## config.mk

```make
export PLATFORM = sky130hd
export DESIGN_NAME = ring_fifo_with_counters
export DESIGN_NICKNAME = d
export VERILOG_FILES = /design/src/sv/rfc_pkg.sv /design/src/sv/ring_fifo_with_counters.sv /design/src/sv/rfc_ram.sv /design/src/sv/rfc_stats.sv
export SDC_FILE = /design/constraint.sdc
export NUM_CORES = 1
export LEC_CHECK = 0
export ABC_AREA = 1
export ABC_CLOCK_PERIOD_IN_PS = 12700
export BUFFER_PORTS_ARGS = -buffer_cell sky130_fd_sc_hd__clkbuf_2
export CAP_MARGIN = 20
export CORE_MARGIN = 2
export CORE_UTILIZATION = 63
export CTS_BUF_LIST = sky130_fd_sc_hd__clkbuf_2 sky130_fd_sc_hd__clkbuf_4 sky130_fd_sc_hd__clkbuf_8
export DETAILED_ROUTE_END_ITERATION = 7
export PLACE_DENSITY = 0.82
export SLEW_MARGIN = 20
export SYNTH_ARGS = -nofsm -noshare
export SYNTH_HDL_FRONTEND = slang
export SYNTH_SLANG_ARGS = --single-unit
```

## constraint.sdc

```tcl
create_clock -name clock -period 12.7 [get_ports clock]
set_clock_uncertainty 0.15 [all_clocks]
set_input_delay 2.54 -clock clock [delete_from_list [all_inputs] [get_ports clock]]
set_output_delay 2.54 -clock clock [all_outputs]
set_load 0.1 [all_outputs]
```

## src/sv/rfc_pkg.sv

```systemverilog
package rfc_pkg;

   localparam int DEPTH      = 16;
   localparam int ELEM_WIDTH = 32;
   localparam int PTR_W      = (DEPTH > 1) ? $clog2(DEPTH) : 1;
   localparam int CNT_W      = $clog2(DEPTH + 1);
   localparam int CAP_W      = 5;
   localparam int DATA_W     = 32;
   localparam int STAT_W     = 32;
   localparam int OCC_W      = 5;

   localparam logic [CAP_W-1:0] CAP_RESET = CAP_W'(16);

   localparam logic OP_ENQ = 1'b0;
   localparam logic OP_DEQ = 1'b1;

   localparam logic STATUS_DONE   = 1'b0;
   localparam logic STATUS_REJECT = 1'b1;

   typedef struct packed {
      logic clear;
      logic enq_ok;
      logic enq_full;
      logic deq_ok;
      logic deq_empty;
   } stat_evt_type;

   function automatic logic [CNT_W-1:0] eff_cap(input logic [CAP_W-1:0] cap);
      logic [CNT_W-1:0] res;
      if (cap == '0) begin
         res = CNT_W'(1);
      end else if (int'(cap) > DEPTH) begin
         res = CNT_W'(DEPTH);
      end else begin
         res = CNT_W'(cap);
      end
      return res;
   endfunction

   function automatic logic [PTR_W-1:0] next_ptr(input logic [PTR_W-1:0] ptr,
                                                 input logic [CNT_W-1:0] cap);
      logic [CNT_W:0] nx;
      nx = (CNT_W+1)'(ptr) + (CNT_W+1)'(1);
      return (nx >= (CNT_W+1)'(cap)) ? '0 : PTR_W'(nx);
   endfunction

endpackage

```

## src/sv/ring_fifo_with_counters.sv

```systemverilog
// Ring FIFO with four saturating statistics counters. Each item is an enqueue
// (op 0, stores data_in) or a dequeue (op 1, returns the oldest element), and
// each item yields exactly one result carrying status, the dequeued data, the
// empty and full flags, the occupancy and the counters as they stand after
// that item. The storage is a synchronous RAM with a registered read port; a
// result is loaded once the read is done and the output register is free; no
// item is taken before that. A finished result waits in an output register
// while the next item is already taken. Writing the capacity register (0 acts
// as 1, values above the depth act as the depth) empties the queue and clears
// all counters; it must only be written while the block is idle.
module ring_fifo_with_counters (
   input  logic                          clock,
   input  logic                          reset,
   input  logic                          csr_wr_en,
   input  logic [rfc_pkg::CAP_W-1:0]     csr_wr_data,
   input  logic                          req_valid,
   output logic                          req_stall,
   input  logic                          req_op,
   input  logic [rfc_pkg::DATA_W-1:0]    req_data_in,
   output logic                          rsp_valid,
   input  logic                          rsp_stall,
   output logic                          rsp_status,
   output logic [rfc_pkg::DATA_W-1:0]    rsp_data_out,
   output logic                          rsp_is_empty,
   output logic                          rsp_is_full,
   output logic [rfc_pkg::OCC_W-1:0]     rsp_occupancy,
   output logic [rfc_pkg::STAT_W-1:0]    rsp_enqueue_count,
   output logic [rfc_pkg::STAT_W-1:0]    rsp_enqueue_full_count,
   output logic [rfc_pkg::STAT_W-1:0]    rsp_dequeue_count,
   output logic [rfc_pkg::STAT_W-1:0]    rsp_dequeue_empty_count
);

   typedef enum logic [1:0] {
      ST_IDLE = 2'b01,
      ST_DONE = 2'b10
   } state_type;

   state_type                       state_ff, state_in;
   logic [rfc_pkg::CAP_W-1:0]       cap_ff;
   logic [rfc_pkg::PTR_W-1:0]       wptr_ff, wptr_in;
   logic [rfc_pkg::PTR_W-1:0]       rptr_ff, rptr_in;
   logic [rfc_pkg::CNT_W-1:0]       fill_ff, fill_in;
   logic                            status_ff;
   logic                            took_ff;
   logic                            rsp_valid_ff, rsp_valid_in;
   logic                            rsp_status_ff;
   logic [rfc_pkg::DATA_W-1:0]      rsp_data_ff;
   logic                            rsp_empty_ff;
   logic                            rsp_full_ff;
   logic [rfc_pkg::OCC_W-1:0]       rsp_occ_ff;
   logic [rfc_pkg::STAT_W-1:0]      rsp_enq_ff, rsp_enq_full_ff;
   logic [rfc_pkg::STAT_W-1:0]      rsp_deq_ff, rsp_deq_empty_ff;

   logic [rfc_pkg::CNT_W-1:0]       cap_eff;
   logic                            accept;
   logic                            load;
   rfc_pkg::stat_evt_type           evt;
   logic [rfc_pkg::ELEM_WIDTH-1:0]  rd_data;
   logic [rfc_pkg::STAT_W-1:0]      enq_cnt, enq_full_cnt, deq_cnt, deq_empty_cnt;

   assign cap_eff   = rfc_pkg::eff_cap(cap_ff);
   assign accept    = req_valid && (state_ff == ST_IDLE);
   assign req_stall = (state_ff != ST_IDLE);
   assign load      = (state_ff == ST_DONE) && (!rsp_valid_ff || !rsp_stall);

   always_comb begin
      evt.clear     = csr_wr_en;
      evt.enq_ok    = accept && (req_op == rfc_pkg::OP_ENQ) && (fill_ff < cap_eff);
      evt.enq_full  = accept && (req_op == rfc_pkg::OP_ENQ) && !(fill_ff < cap_eff);
      evt.deq_ok    = accept && (req_op == rfc_pkg::OP_DEQ) && (fill_ff != '0);
      evt.deq_empty = accept && (req_op == rfc_pkg::OP_DEQ) && (fill_ff == '0);
   end

   always_comb begin
      wptr_in = wptr_ff;
      rptr_in = rptr_ff;
      fill_in = fill_ff;
      if (evt.enq_ok) begin
         wptr_in = rfc_pkg::next_ptr(wptr_ff, cap_eff);
         fill_in = fill_ff + rfc_pkg::CNT_W'(1);
      end
      if (evt.deq_ok) begin
         rptr_in = rfc_pkg::next_ptr(rptr_ff, cap_eff);
         fill_in = fill_ff - rfc_pkg::CNT_W'(1);
      end
   end

   always_comb begin
      state_in = state_ff;
      case (state_ff)
         ST_IDLE: begin
            if (accept) begin
               state_in = ST_DONE;
            end
         end
         ST_DONE: begin
            if (load) begin
               state_in = ST_IDLE;
            end
         end
         default: begin
            state_in = ST_IDLE;
         end
      endcase
   end

   always_comb begin
      rsp_valid_in = rsp_valid_ff;
      if (load) begin
         rsp_valid_in = 1'b1;
      end else if (!rsp_stall) begin
         rsp_valid_in = 1'b0;
      end
   end

   always_ff @(posedge clock) begin
      if (reset) begin
         state_ff     <= ST_IDLE;
         cap_ff       <= rfc_pkg::CAP_RESET;
         wptr_ff      <= '0;
         rptr_ff      <= '0;
         fill_ff      <= '0;
         rsp_valid_ff <= 1'b0;
      end else begin
         state_ff     <= state_in;
         rsp_valid_ff <= rsp_valid_in;
         if (csr_wr_en) begin
            cap_ff  <= csr_wr_data;
            wptr_ff <= '0;
            rptr_ff <= '0;
            fill_ff <= '0;
         end else begin
            wptr_ff <= wptr_in;
            rptr_ff <= rptr_in;
            fill_ff <= fill_in;
         end
      end
   end

   always_ff @(posedge clock) begin
      if (accept) begin
         status_ff <= (evt.enq_full || evt.deq_empty) ? rfc_pkg::STATUS_REJECT
                                                      : rfc_pkg::STATUS_DONE;
         took_ff   <= evt.deq_ok;
      end
      if (load) begin
         rsp_status_ff    <= status_ff;
         rsp_data_ff      <= took_ff ? rfc_pkg::DATA_W'(rd_data) : '0;
         rsp_empty_ff     <= (fill_ff == '0);
         rsp_full_ff      <= (fill_ff == cap_eff);
         rsp_occ_ff       <= rfc_pkg::OCC_W'(fill_ff);
         rsp_enq_ff       <= enq_cnt;
         rsp_enq_full_ff  <= enq_full_cnt;
         rsp_deq_ff       <= deq_cnt;
         rsp_deq_empty_ff <= deq_empty_cnt;
      end
   end

   rfc_ram #(
      .WIDTH  (rfc_pkg::ELEM_WIDTH),
      .DEPTH  (rfc_pkg::DEPTH),
      .ADDR_W (rfc_pkg::PTR_W)
   ) u_ram (
      .clock   (clock),
      .wr_en   (evt.enq_ok),
      .wr_addr (wptr_ff),
      .wr_data (req_data_in[rfc_pkg::ELEM_WIDTH-1:0]),
      .rd_en   (evt.deq_ok),
      .rd_addr (rptr_ff),
      .rd_data (rd_data)
   );

   rfc_stats u_stats (
      .clock         (clock),
      .reset         (reset),
      .evt           (evt),
      .enq_ok_cnt    (enq_cnt),
      .enq_full_cnt  (enq_full_cnt),
      .deq_ok_cnt    (deq_cnt),
      .deq_empty_cnt (deq_empty_cnt)
   );

   assign rsp_valid               = rsp_valid_ff;
   assign rsp_status              = rsp_status_ff;
   assign rsp_data_out            = rsp_data_ff;
   assign rsp_is_empty            = rsp_empty_ff;
   assign rsp_is_full             = rsp_full_ff;
   assign rsp_occupancy           = rsp_occ_ff;
   assign rsp_enqueue_count       = rsp_enq_ff;
   assign rsp_enqueue_full_count  = rsp_enq_full_ff;
   assign rsp_dequeue_count       = rsp_deq_ff;
   assign rsp_dequeue_empty_count = rsp_deq_empty_ff;

endmodule

```

## src/sv/rfc_ram.sv

```systemverilog
module rfc_ram #(
   parameter int WIDTH  = 32,
   parameter int DEPTH  = 16,
   parameter int ADDR_W = 4
) (
   input  logic              clock,
   input  logic              wr_en,
   input  logic [ADDR_W-1:0] wr_addr,
   input  logic [WIDTH-1:0]  wr_data,
   input  logic              rd_en,
   input  logic [ADDR_W-1:0] rd_addr,
   output logic [WIDTH-1:0]  rd_data
);

   logic [WIDTH-1:0] mem_ff [DEPTH];
   logic [WIDTH-1:0] rd_data_ff;

   always_ff @(posedge clock) begin
      if (wr_en) begin
         mem_ff[wr_addr] <= wr_data;
      end
   end

   always_ff @(posedge clock) begin
      if (rd_en) begin
         rd_data_ff <= mem_ff[rd_addr];
      end
   end

   assign rd_data = rd_data_ff;

endmodule

```

## src/sv/rfc_stats.sv

```systemverilog
module rfc_stats (
   input  logic                         clock,
   input  logic                         reset,
   input  rfc_pkg::stat_evt_type        evt,
   output logic [rfc_pkg::STAT_W-1:0]   enq_ok_cnt,
   output logic [rfc_pkg::STAT_W-1:0]   enq_full_cnt,
   output logic [rfc_pkg::STAT_W-1:0]   deq_ok_cnt,
   output logic [rfc_pkg::STAT_W-1:0]   deq_empty_cnt
);

   logic [rfc_pkg::STAT_W-1:0] enq_ok_ff, enq_ok_in;
   logic [rfc_pkg::STAT_W-1:0] enq_full_ff, enq_full_in;
   logic [rfc_pkg::STAT_W-1:0] deq_ok_ff, deq_ok_in;
   logic [rfc_pkg::STAT_W-1:0] deq_empty_ff, deq_empty_in;

   function automatic logic [rfc_pkg::STAT_W-1:0] sat_inc(
      input logic [rfc_pkg::STAT_W-1:0] v, input logic hit);
      return (hit && (v != '1)) ? v + rfc_pkg::STAT_W'(1) : v;
   endfunction

   always_comb begin
      enq_ok_in    = sat_inc(enq_ok_ff, evt.enq_ok);
      enq_full_in  = sat_inc(enq_full_ff, evt.enq_full);
      deq_ok_in    = sat_inc(deq_ok_ff, evt.deq_ok);
      deq_empty_in = sat_inc(deq_empty_ff, evt.deq_empty);
   end

   always_ff @(posedge clock) begin
      if (reset || evt.clear) begin
         enq_ok_ff    <= '0;
         enq_full_ff  <= '0;
         deq_ok_ff    <= '0;
         deq_empty_ff <= '0;
      end else begin
         enq_ok_ff    <= enq_ok_in;
         enq_full_ff  <= enq_full_in;
         deq_ok_ff    <= deq_ok_in;
         deq_empty_ff <= deq_empty_in;
      end
   end

   assign enq_ok_cnt    = enq_ok_ff;
   assign enq_full_cnt  = enq_full_ff;
   assign deq_ok_cnt    = deq_ok_ff;
   assign deq_empty_cnt = deq_empty_ff;

endmodule

```

==> flow_summary.rst, run 1 <==
.. list-table::
   :header-rows: 1

   * - Metric
     - Value
   * - Max-slew headroom
     - between 20% and 30%
   * - Kind of critical path
     - in2reg
   * - Post-synth EDFFs
     - between 700 and 800
   * - Cell area after synthesis
     - around 0.036 mm^2
   * - Final WL
     - just over 80 mm
   * - Root buffer cell
     - sky130_fd_sc_hd__clkbuf_8
   * - Number of instances in the synthesized netlist
     - 3,440
   * - PortBufs
     - around 210
   * - Share of Yosys cell area claimed by the top area cell type
     - roughly 60%
   * - CTS tree
     - yes
   * - Vias after detailed routing
     - 26,100
   * - Cts repair resizes
     - 0
   * - Clock network latency to the later pin of the worst-skew pair
     - between 700 and 800 ps
   * - Final critical path time including I/O delays and setup
     - 5280 ps
   * - Warnings from Yosys
     - 0
   * - Core region area
     - 0.0567 mm^2
   * - Run status
     - complete, no violations
   * - Htree depth
     - 4
   * - Total of endpoints with negative setup slack in the final report
     - 0
   * - Most frequently used flop master after synthesis
     - sky130_fd_sc_hd__edfxtp_1
   * - Ratio of total power to cell area
     - about 140 mW/mm^2
   * - Nets in the synthesized netlist
     - between 3,000 and 4,000
   * - Delay contributed by the slowest stage of the critical path
     - slightly above 800 ps
   * - Nets@finish
     - between 3,000 and 4,000
   * - Path category of the worst min-delay check
     - reg2reg
   * - Ratio of cells with drive above 1 in the final layout
     - 14.7%
   * - Total negative slack
     - 0 ps
   * - Cell types occupying the most area after synthesis
     - sky130_fd_sc_hd__edfxtp_1 59%, sky130_fd_sc_hd__dfxtp_1 8.2%, sky130_fd_sc_hd__nand2_1 7.3%, sky130_fd_sc_hd__nor2_1 6.9%, sky130_fd_sc_hd__o21ai_0 3.5%
   * - GRT Resource Usage Total
     - a little over a quarter
   * - Data arrival time of the critical path
     - between 5000 and 6000 ps
   * - Setup repair after global routing missed its margin
     - false
   * - Starting DRC count in detailed routing
     - between 2,000 and 3,000
   * - Library cell occupying the most area in the post-synthesis netlist
     - sky130_fd_sc_hd__edfxtp_1
   * - Post-DP HPWL
     - ~49 mm
   * - Mean cell area of the mapped netlist
     - 10.6 um^2
   * - Number of clock buffers inserted by TritonCTS
     - roughly 130
   * - Final worst path period share
     - 41.5%
   * - CTS hold repair buffers
     - 0
   * - Max Buffers Root-to-Sink
     - 3
   * - Wire length of the first global-routing pass
     - about 130 mm
   * - Clock sink count
     - between 800 and 900
   * - Setup Fix Bufs, Post-CTS
     - 0
   * - Worst setup EP type
     - flip-flop
   * - Sum of overflow across all layers after global routing
     - 0
   * - Fraction of registers with async set or reset after synthesis
     - 0%
   * - Highest clock rate
     - about 0.19 GHz
   * - Worst slew pin tran
     - 1090 ps
   * - Post-place setup slack
     - 6650 ps
   * - Leak
     - approximately 14 nW
   * - Largest vdd supply drop
     - 0.144 mV
   * - Die area
     - roughly 0.060 mm^2
   * - Vias in the first global route
     - between 20,000 and 25,000
   * - Cell repeated most along the worst path
     - sky130_fd_sc_hd__nor2_2
   * - Worst setup SP type
     - input pin
   * - Cells along the critical path
     - clkbuf_2 > nand3_1 > nor2_2 > inv_2 > nor2_2 > nand2_1 > nor2_4 > buf_4
   * - Final Slew Violations
     - 0
   * - PnR worst setup slack
     - 7420 ps
   * - Unique cell type count in the Yosys netlist
     - 37
   * - Hold Violations, Final
     - 0
   * - Clock-pin slew reported for the worst setup and hold paths after clock tree synthesis
     - about 60 ps
   * - Routability cong.
     - between 0.9 and 1
   * - Maximum number of pins on one net before global-route repair
     - 167
   * - Via density
     - 5.75
   * - Flip-flop and latch count after synthesis
     - around 860
   * - Remaining design rule violation count
     - 0
   * - DIE HEIGHT
     - ~240 um
   * - Initial cell density of the core
     - between 60 and 70%
   * - Detailed Routing Iterations Pass 1
     - 7
   * - Die width
     - ~240 um
   * - Crit-path slowest cell
     - sky130_fd_sc_hd__nor2_2
   * - Reg-to-reg critical path startpoint
     - cap_ff[4]$_SDFFE_PP1P_
   * - Reported max-cap violation count
     - 0
   * - Routed length per placed instance
     - about 18 um
   * - Number of top-level design ports
     - roughly 210
   * - Worst setup path startpoint
     - req_valid
   * - Data required time at the worst endpoint
     - 12,980 ps
   * - Part of the Yosys area used for sequential elements
     - about two thirds
   * - Num rows
     - 87
   * - Post-route antenna net violation count
     - 0
   * - Synth-to-Final Area Change
     - 12.4%
   * - Maximum fanout along the worst path
     - 25
   * - Number of antenna violations at the first check in global routing
     - 6
   * - Beginning of the worst hold path
     - status_ff$_DFFE_PN_
## through the flow
| stage | hold WS (ps) | area [um^2] | std cells | utilization, % | power (mW) |
|---|---|---|---|---|---|
| after global routing | 292 | 40800 | 4531 | 71.9 | 5.69 |
| after detailed placement | 258 | 37900 | 4278 | 66.9 | 3.30 |
| after floorplan | 250 | 36300 | 3440 | - | 3.24 |
| after global placement | 253 | 37900 | 4277 | 66.8 | 3.29 |
| final | 270 | 40800 | 4531 | 71.9 | 5.52 |
| after CTS | 272 | 40600 | 4520 | 71.5 | 5.55 |
## Yosys cell counts, types with 2 or more instances
cell type and number:
sky130_fd_sc_hd__clkbuf_1 70, sky130_fd_sc_hd__nor3_1 4, sky130_fd_sc_hd__nor2_1 671, sky130_fd_sc_hd__buf_1 24
sky130_fd_sc_hd__a21oi_1 106, sky130_fd_sc_hd__nand3_1 143, sky130_fd_sc_hd__buf_2 47, sky130_fd_sc_hd__nor2_4 5
sky130_fd_sc_hd__ha_1 27, sky130_fd_sc_hd__o21ai_0 255, sky130_fd_sc_hd__nand4_1 15, sky130_fd_sc_hd__xor2_1 35
sky130_fd_sc_hd__o21ai_1 62, sky130_fd_sc_hd__buf_6 4, sky130_fd_sc_hd__inv_2 7, sky130_fd_sc_hd__nand2_2 17
sky130_fd_sc_hd__nor2_2 13, sky130_fd_sc_hd__o211ai_1 128, sky130_fd_sc_hd__nand3b_1 2, sky130_fd_sc_hd__xnor2_1 21
sky130_fd_sc_hd__inv_1 175, sky130_fd_sc_hd__o21bai_1 2, sky130_fd_sc_hd__buf_4 4, sky130_fd_sc_hd__edfxtp_1 714
sky130_fd_sc_hd__dfxtp_1 149, sky130_fd_sc_hd__a21oi_2 20, sky130_fd_sc_hd__nand2_1 705, sky130_fd_sc_hd__nand2_4 6
## power breakdown
part | leakage, nW | internal, mW | switching, mW
logic | 4.94 | 0.0306 | 0.127
registers | 7.90 | 3.07 | 0.00807
clock network | 1.41 | 1.21 | 1.07
## kinds of logic after synthesis
kind of cell | count (synthesis) | share of synthesized area, %
AO/OA/AOI/OAI | 575 | 9.04
XOR/XNOR | 56 | 1.35
adder cells (fa/ha/maj) | 28 | 0.986
buffers and inverters | 334 | 3.82
flip-flops | 863 | 67.3
AND/OR/NAND/NOR | 1584 | 17.5
## layout by cell type, fill, tap and decap left out, types with 47 or more instances in the layout
master                     synthesis  final
sky130_fd_sc_hd__dfxtp_1         149    145
sky130_fd_sc_hd__o21ai_1          62     62
sky130_fd_sc_hd__edfxtp_1        714    714
sky130_fd_sc_hd__clkbuf_4          0     47
sky130_fd_sc_hd__inv_1           175    174
sky130_fd_sc_hd__nor2_1          671    654
sky130_fd_sc_hd__clkbuf_8          0    140
sky130_fd_sc_hd__nand3_1         143    143
sky130_fd_sc_hd__o211ai_1        128    128
sky130_fd_sc_hd__a21oi_1         106    106
sky130_fd_sc_hd__o21ai_0         255    255
sky130_fd_sc_hd__clkbuf_2          0    212
sky130_fd_sc_hd__nand2_1         705    705
## state kept, by name, indices dropped and copies added, names as in the netlist
register                 flops
rsp_dequeue_count           32
status_ff                    1
rsp_data_out                32
cap_ff                       5
rsp_is_empty                 1
rsp_is_full                  1
rsp_valid                    1
u_stats.enq_ok_cnt          32
rsp_dequeue_empty_count     32
rsp_enqueue_full_count      32
fill_ff                      5
rsp_occupancy                5
u_stats.enq_full_cnt        32
rsp_enqueue_count           32
u_ram.rd_data               32
u_stats.deq_empty_cnt       32
rptr_ff                      4
wptr_ff                      4
u_ram.mem_ff               512
took_ff                      1
state_ff                     2
rsp_status                   1
u_stats.deq_ok_cnt          32
## final cells by class
class                           count  area, um^2
Tap cell                          756         946
Antenna cell                        2        5.00
Sequential cell                   863       24400
Clock buffer                      187        2280
Inverter                          183         697
Timing Repair Buffer              242        1460
Clock inverter                     55         357
Fill cell                        3824       15900
Multi-Input combinational cell   2243       10600
## metal layers
layer  vias up  part of all wire [%]  GRT usage (%)
met5         -                 0.068              0
met4         8                   3.1           11.8
met3       210                   7.8           5.43
met2      1211                    49           45.2
li1      12300                     -              -
met1     12400                    40           35.6
## final timing paths
check	depth (start not counted)	slack (ps)	endpoint
max	8	7420	u_ram.mem_ff[4][26]$_DFFE_PP_
min	0	270	rsp_status$_DFFE_PP_
max reg2reg	11	8430	u_ram.mem_ff[4][26]$_DFFE_PP_
min reg2reg	0	270	rsp_status$_DFFE_PP_
## critical path: cells and delay by family
family | cells | cell delay [ps]
AND/OR/NAND/NOR | 5 | 2340
buffers and inverters | 3 | 640
Note: power is estimated with default switching activity, not from simulation.
==> run 2, diff against run 1 <==
--- a/config.mk
+++ b/config.mk
@@ -6,7 +6,7 @@
 export NUM_CORES = 1
 export LEC_CHECK = 0
 export ABC_AREA = 1
-export ABC_CLOCK_PERIOD_IN_PS = 12700
+export ABC_CLOCK_PERIOD_IN_PS = 4900
 export BUFFER_PORTS_ARGS = -buffer_cell sky130_fd_sc_hd__clkbuf_2
 export CAP_MARGIN = 20
 export CORE_MARGIN = 2
==> constraint.sdc (replaced) <==
create_clock -name clock -period 4.9 [get_ports clock]
set_clock_uncertainty 0.15 [all_clocks]
set_input_delay 0.98 -clock clock [delete_from_list [all_inputs] [get_ports clock]]
set_output_delay 0.98 -clock clock [all_outputs]
set_load 0.1 [all_outputs]
==> flow_summary.rst, run 2 (same netlist as run 1, synthesis figures left out) <==
.. list-table::
   :header-rows: 1

   * - Metric
     - Value
   * - DIE HEIGHT
     - approximately 240 um
   * - Largest register FFs
     - roughly 500
   * - Kind of critical path
     - reg2reg
   * - Max Buffers Root-to-Sink
     - 3
   * - Hold Violations, Final
     - 0
   * - Global-route track usage on met2
     - a little under half
   * - Vias in the first global route
     - between 20,000 and 25,000
   * - Detailed Routing Iterations Pass 1
     - 6
   * - Run status
     - complete, no violations
   * - Layer with the highest usage after global routing
     - met2
   * - Htree depth
     - 4
   * - Final worst path period share
     - a little over two thirds
   * - Reg-to-reg critical path startpoint
     - cap_ff[4]$_SDFFE_PP1P_
   * - Smallest hold slack
     - between 200 and 300 ps
   * - Worst setup path startpoint
     - cap_ff[4]$_SDFFE_PP1P_
   * - Total negative slack
     - 0 ps
   * - Nets@finish
     - 3,737
   * - Maximum fanout along the worst path
     - 32
   * - Setup repair after global routing missed its margin
     - false
   * - Crit-path slowest cell
     - sky130_fd_sc_hd__nor2_4
   * - Final critical path time including I/O delays and setup
     - ~3500 ps
   * - Root buffer cell
     - sky130_fd_sc_hd__clkbuf_8
   * - Routed length per placed instance
     - around 19 um
   * - Worst slew pin tran
     - around 1000 ps
   * - Ratio of cells with drive above 1 in the final layout
     - around 15%
   * - Ratio of total power to cell area
     - about 360 mW/mm^2
   * - Worst setup EP type
     - flip-flop
   * - Clock-pin slew reported for the worst setup and hold paths after clock tree synthesis
     - ~60 ps
   * - Leak
     - approximately 14 nW
   * - Number of antenna violations at the first check in global routing
     - 2
   * - Placed Cells incl. Taps
     - about 4,300
   * - Wire length of the first global-routing pass
     - between 100 and 150 mm
   * - Clock network latency to the later pin of the worst-skew pair
     - roughly 820 ps
   * - Max-slew headroom
     - 29.9%
   * - PortBufs
     - about 210
   * - Path category of the worst min-delay check
     - in2reg
   * - Post-DP HPWL
     - between 50 and 60 mm
   * - Total of endpoints with negative setup slack in the final report
     - 0
   * - Via density
     - around 5.8
   * - Die area
     - around 0.06 mm^2
   * - Total Power Consumption
     - 14.5 mW
   * - Number of buffers and inverters on the critical path
     - 2
   * - Routability cong.
     - roughly 0.9
   * - Data required time at the worst endpoint
     - 5160 ps
   * - M1 GR Usage
     - 38.3%
   * - Worst reg2reg setup slack
     - ~1400 ps
   * - Number of clock buffers inserted by TritonCTS
     - approximately 140
   * - Largest vdd supply drop
     - 0.326 mV
   * - Final Slew Violations
     - 0
   * - Most common library cell in the layout ignoring fill and taps
     - sky130_fd_sc_hd__edfxtp_1
   * - Clock sink count
     - 863
   * - Final WL
     - 84.9 mm
   * - GRT Resource Usage Total
     - roughly 28%
   * - Die width
     - 244 um
   * - Number of top-level design ports
     - between 200 and 250
   * - Cell repeated most along the worst path
     - sky130_fd_sc_hd__nand2_1
   * - Synth-to-Final Area Change
     - 12.2%
   * - CTS tree
     - yes
   * - Cts repair resizes
     - 0
   * - Remaining design rule violation count
     - 0
   * - Logic depth of the worst path, buffers included
     - 10
   * - Core region area
     - approximately 0.057 mm^2
   * - Reported max-cap violation count
     - 0
   * - Critical path capture point
     - u_ram.mem_ff[10][13]$_DFFE_PP_
   * - Commonest non-fill, non-tap cells in the layout
     - 714 x sky130_fd_sc_hd__edfxtp_1, 705 x sky130_fd_sc_hd__nand2_1, 654 x sky130_fd_sc_hd__nor2_1
   * - Critical R2R Capture
     - u_ram.mem_ff[10][13]$_DFFE_PP_
   * - Global routing met3 resource utilization
     - 5.59%
   * - Data arrival time of the critical path
     - around 3700 ps
   * - Worst setup SP type
     - flip-flop
   * - Delay contributed by the slowest stage of the critical path
     - between 800 and 900 ps
   * - CTS hold repair buffers
     - 0
   * - Register with the most flip-flops
     - u_ram.mem_ff
   * - End-of-flow core utilization
     - between 70% and 80%
   * - Highest clock rate
     - between 0.2 and 0.3 GHz
   * - Setup Fix Bufs, Post-CTS
     - 0
   * - Vias after detailed routing
     - between 20,000 and 30,000
   * - Maximum number of pins on one net before global-route repair
     - just under 200
   * - Filler-free cell count of the finished design
     - between 4,000 and 5,000
   * - Initial cell density of the core
     - 64.0%
   * - Starting DRC count in detailed routing
     - about 2,900
   * - Post-route antenna net violation count
     - 0
   * - Sum of overflow across all layers after global routing
     - 0
   * - Cells along the critical path
     - inv_1 > nand2_1 > ha_1 > nand2_1 > inv_1 > nand2_1 > nand3_1 > nor2_2 > nand2_1 > nor2_4
   * - Num rows
     - 87
   * - Worst reg-to-reg path cell count
     - 10
   * - Cell type group with the largest total delay on the critical path
     - simple AND/OR/NAND/NOR gates
[run 2: cell count changes in the layout (fill, tap and decap cells not counted)]
cell | before | now
sky130_fd_sc_hd__inv_6 | 6 | 5
sky130_fd_sc_hd__clkinv_1 | 24 | 21
sky130_fd_sc_hd__buf_12 | 3 | 4
sky130_fd_sc_hd__clkinvlp_4 | 3 | 6
sky130_fd_sc_hd__clkinv_8 | 1 | 0
sky130_fd_sc_hd__clkbuf_4 | 47 | 59
sky130_fd_sc_hd__buf_16 | 7 | 2
sky130_fd_sc_hd__clkbuf_8 | 140 | 142
sky130_fd_sc_hd__clkinv_2 | 17 | 8
[run 2: worst reg2reg max path, cell delays in order (launching register included)]
cell and delay, ps:
sky130_fd_sc_hd__dfxtp_1 320, sky130_fd_sc_hd__inv_1 170, sky130_fd_sc_hd__nand2_1 140, sky130_fd_sc_hd__ha_1 290, sky130_fd_sc_hd__nand2_1 120, sky130_fd_sc_hd__inv_1 70
sky130_fd_sc_hd__nand2_1 80, sky130_fd_sc_hd__nand3_1 140, sky130_fd_sc_hd__nor2_2 330, sky130_fd_sc_hd__nand2_1 370, sky130_fd_sc_hd__nor2_4 890
[run 2: routing by layer]
metal | routed length (um) | part of all wire (%)
met1 | 34000 | 40
met4 | 2330 | 2.7
met5 | 0 | 0
met3 | 7630 | 9.0
met2 | 41000 | 48
[run 2: cell type report]
cell class | instances | area [um^2]
well taps | 756 | 946
multi-input cells | 2243 | 10600
inverters | 183 | 697
diodes | 2 | 5.00
clock inverters | 44 | 298
clock buffers | 201 | 2400
flip-flops and latches | 863 | 24400
fillers | 3829 | 16000
repair buffers | 238 | 1350
[run 2: where the power goes]
group | switching (mW) | internal (mW) | total, mW | leakage [nW]
Clock | 2.82 | 3.26 | 6.08 | 1.43
Combinational | 0.349 | 0.0766 | 0.425 | 4.90
Sequential | 0.0194 | 7.97 | 7.99 | 7.91
[run 2: worst min-delay path by stage]
stage                         from  slack (ps)  cells after the start                endpoint
4_1_cts             csr_wr_data[3]         210                      3  cap_ff[3]$_SDFFE_PP0P_
6_report            csr_wr_data[3]         260                      3  cap_ff[3]$_SDFFE_PP0P_
3_3_place_gp   status_ff$_DFFE_PN_         250                      0    rsp_status$_DFFE_PP_
3_5_place_dp   status_ff$_DFFE_PN_         290                      0    rsp_status$_DFFE_PP_
2_1_floorplan  status_ff$_DFFE_PN_         250                      0    rsp_status$_DFFE_PP_
5_1_grt             csr_wr_data[4]         250                      3  cap_ff[4]$_SDFFE_PP1P_
[run 2: metrics by stage]
stage / setup WS (ps) / area (um^2)
final: 1430 / 40700
after global routing: 1240 / 40700
after CTS: 1450 / 40700
after detailed placement: 1160 / 38000
after global placement: 1330 / 38000
after floorplan: 652 / 36300
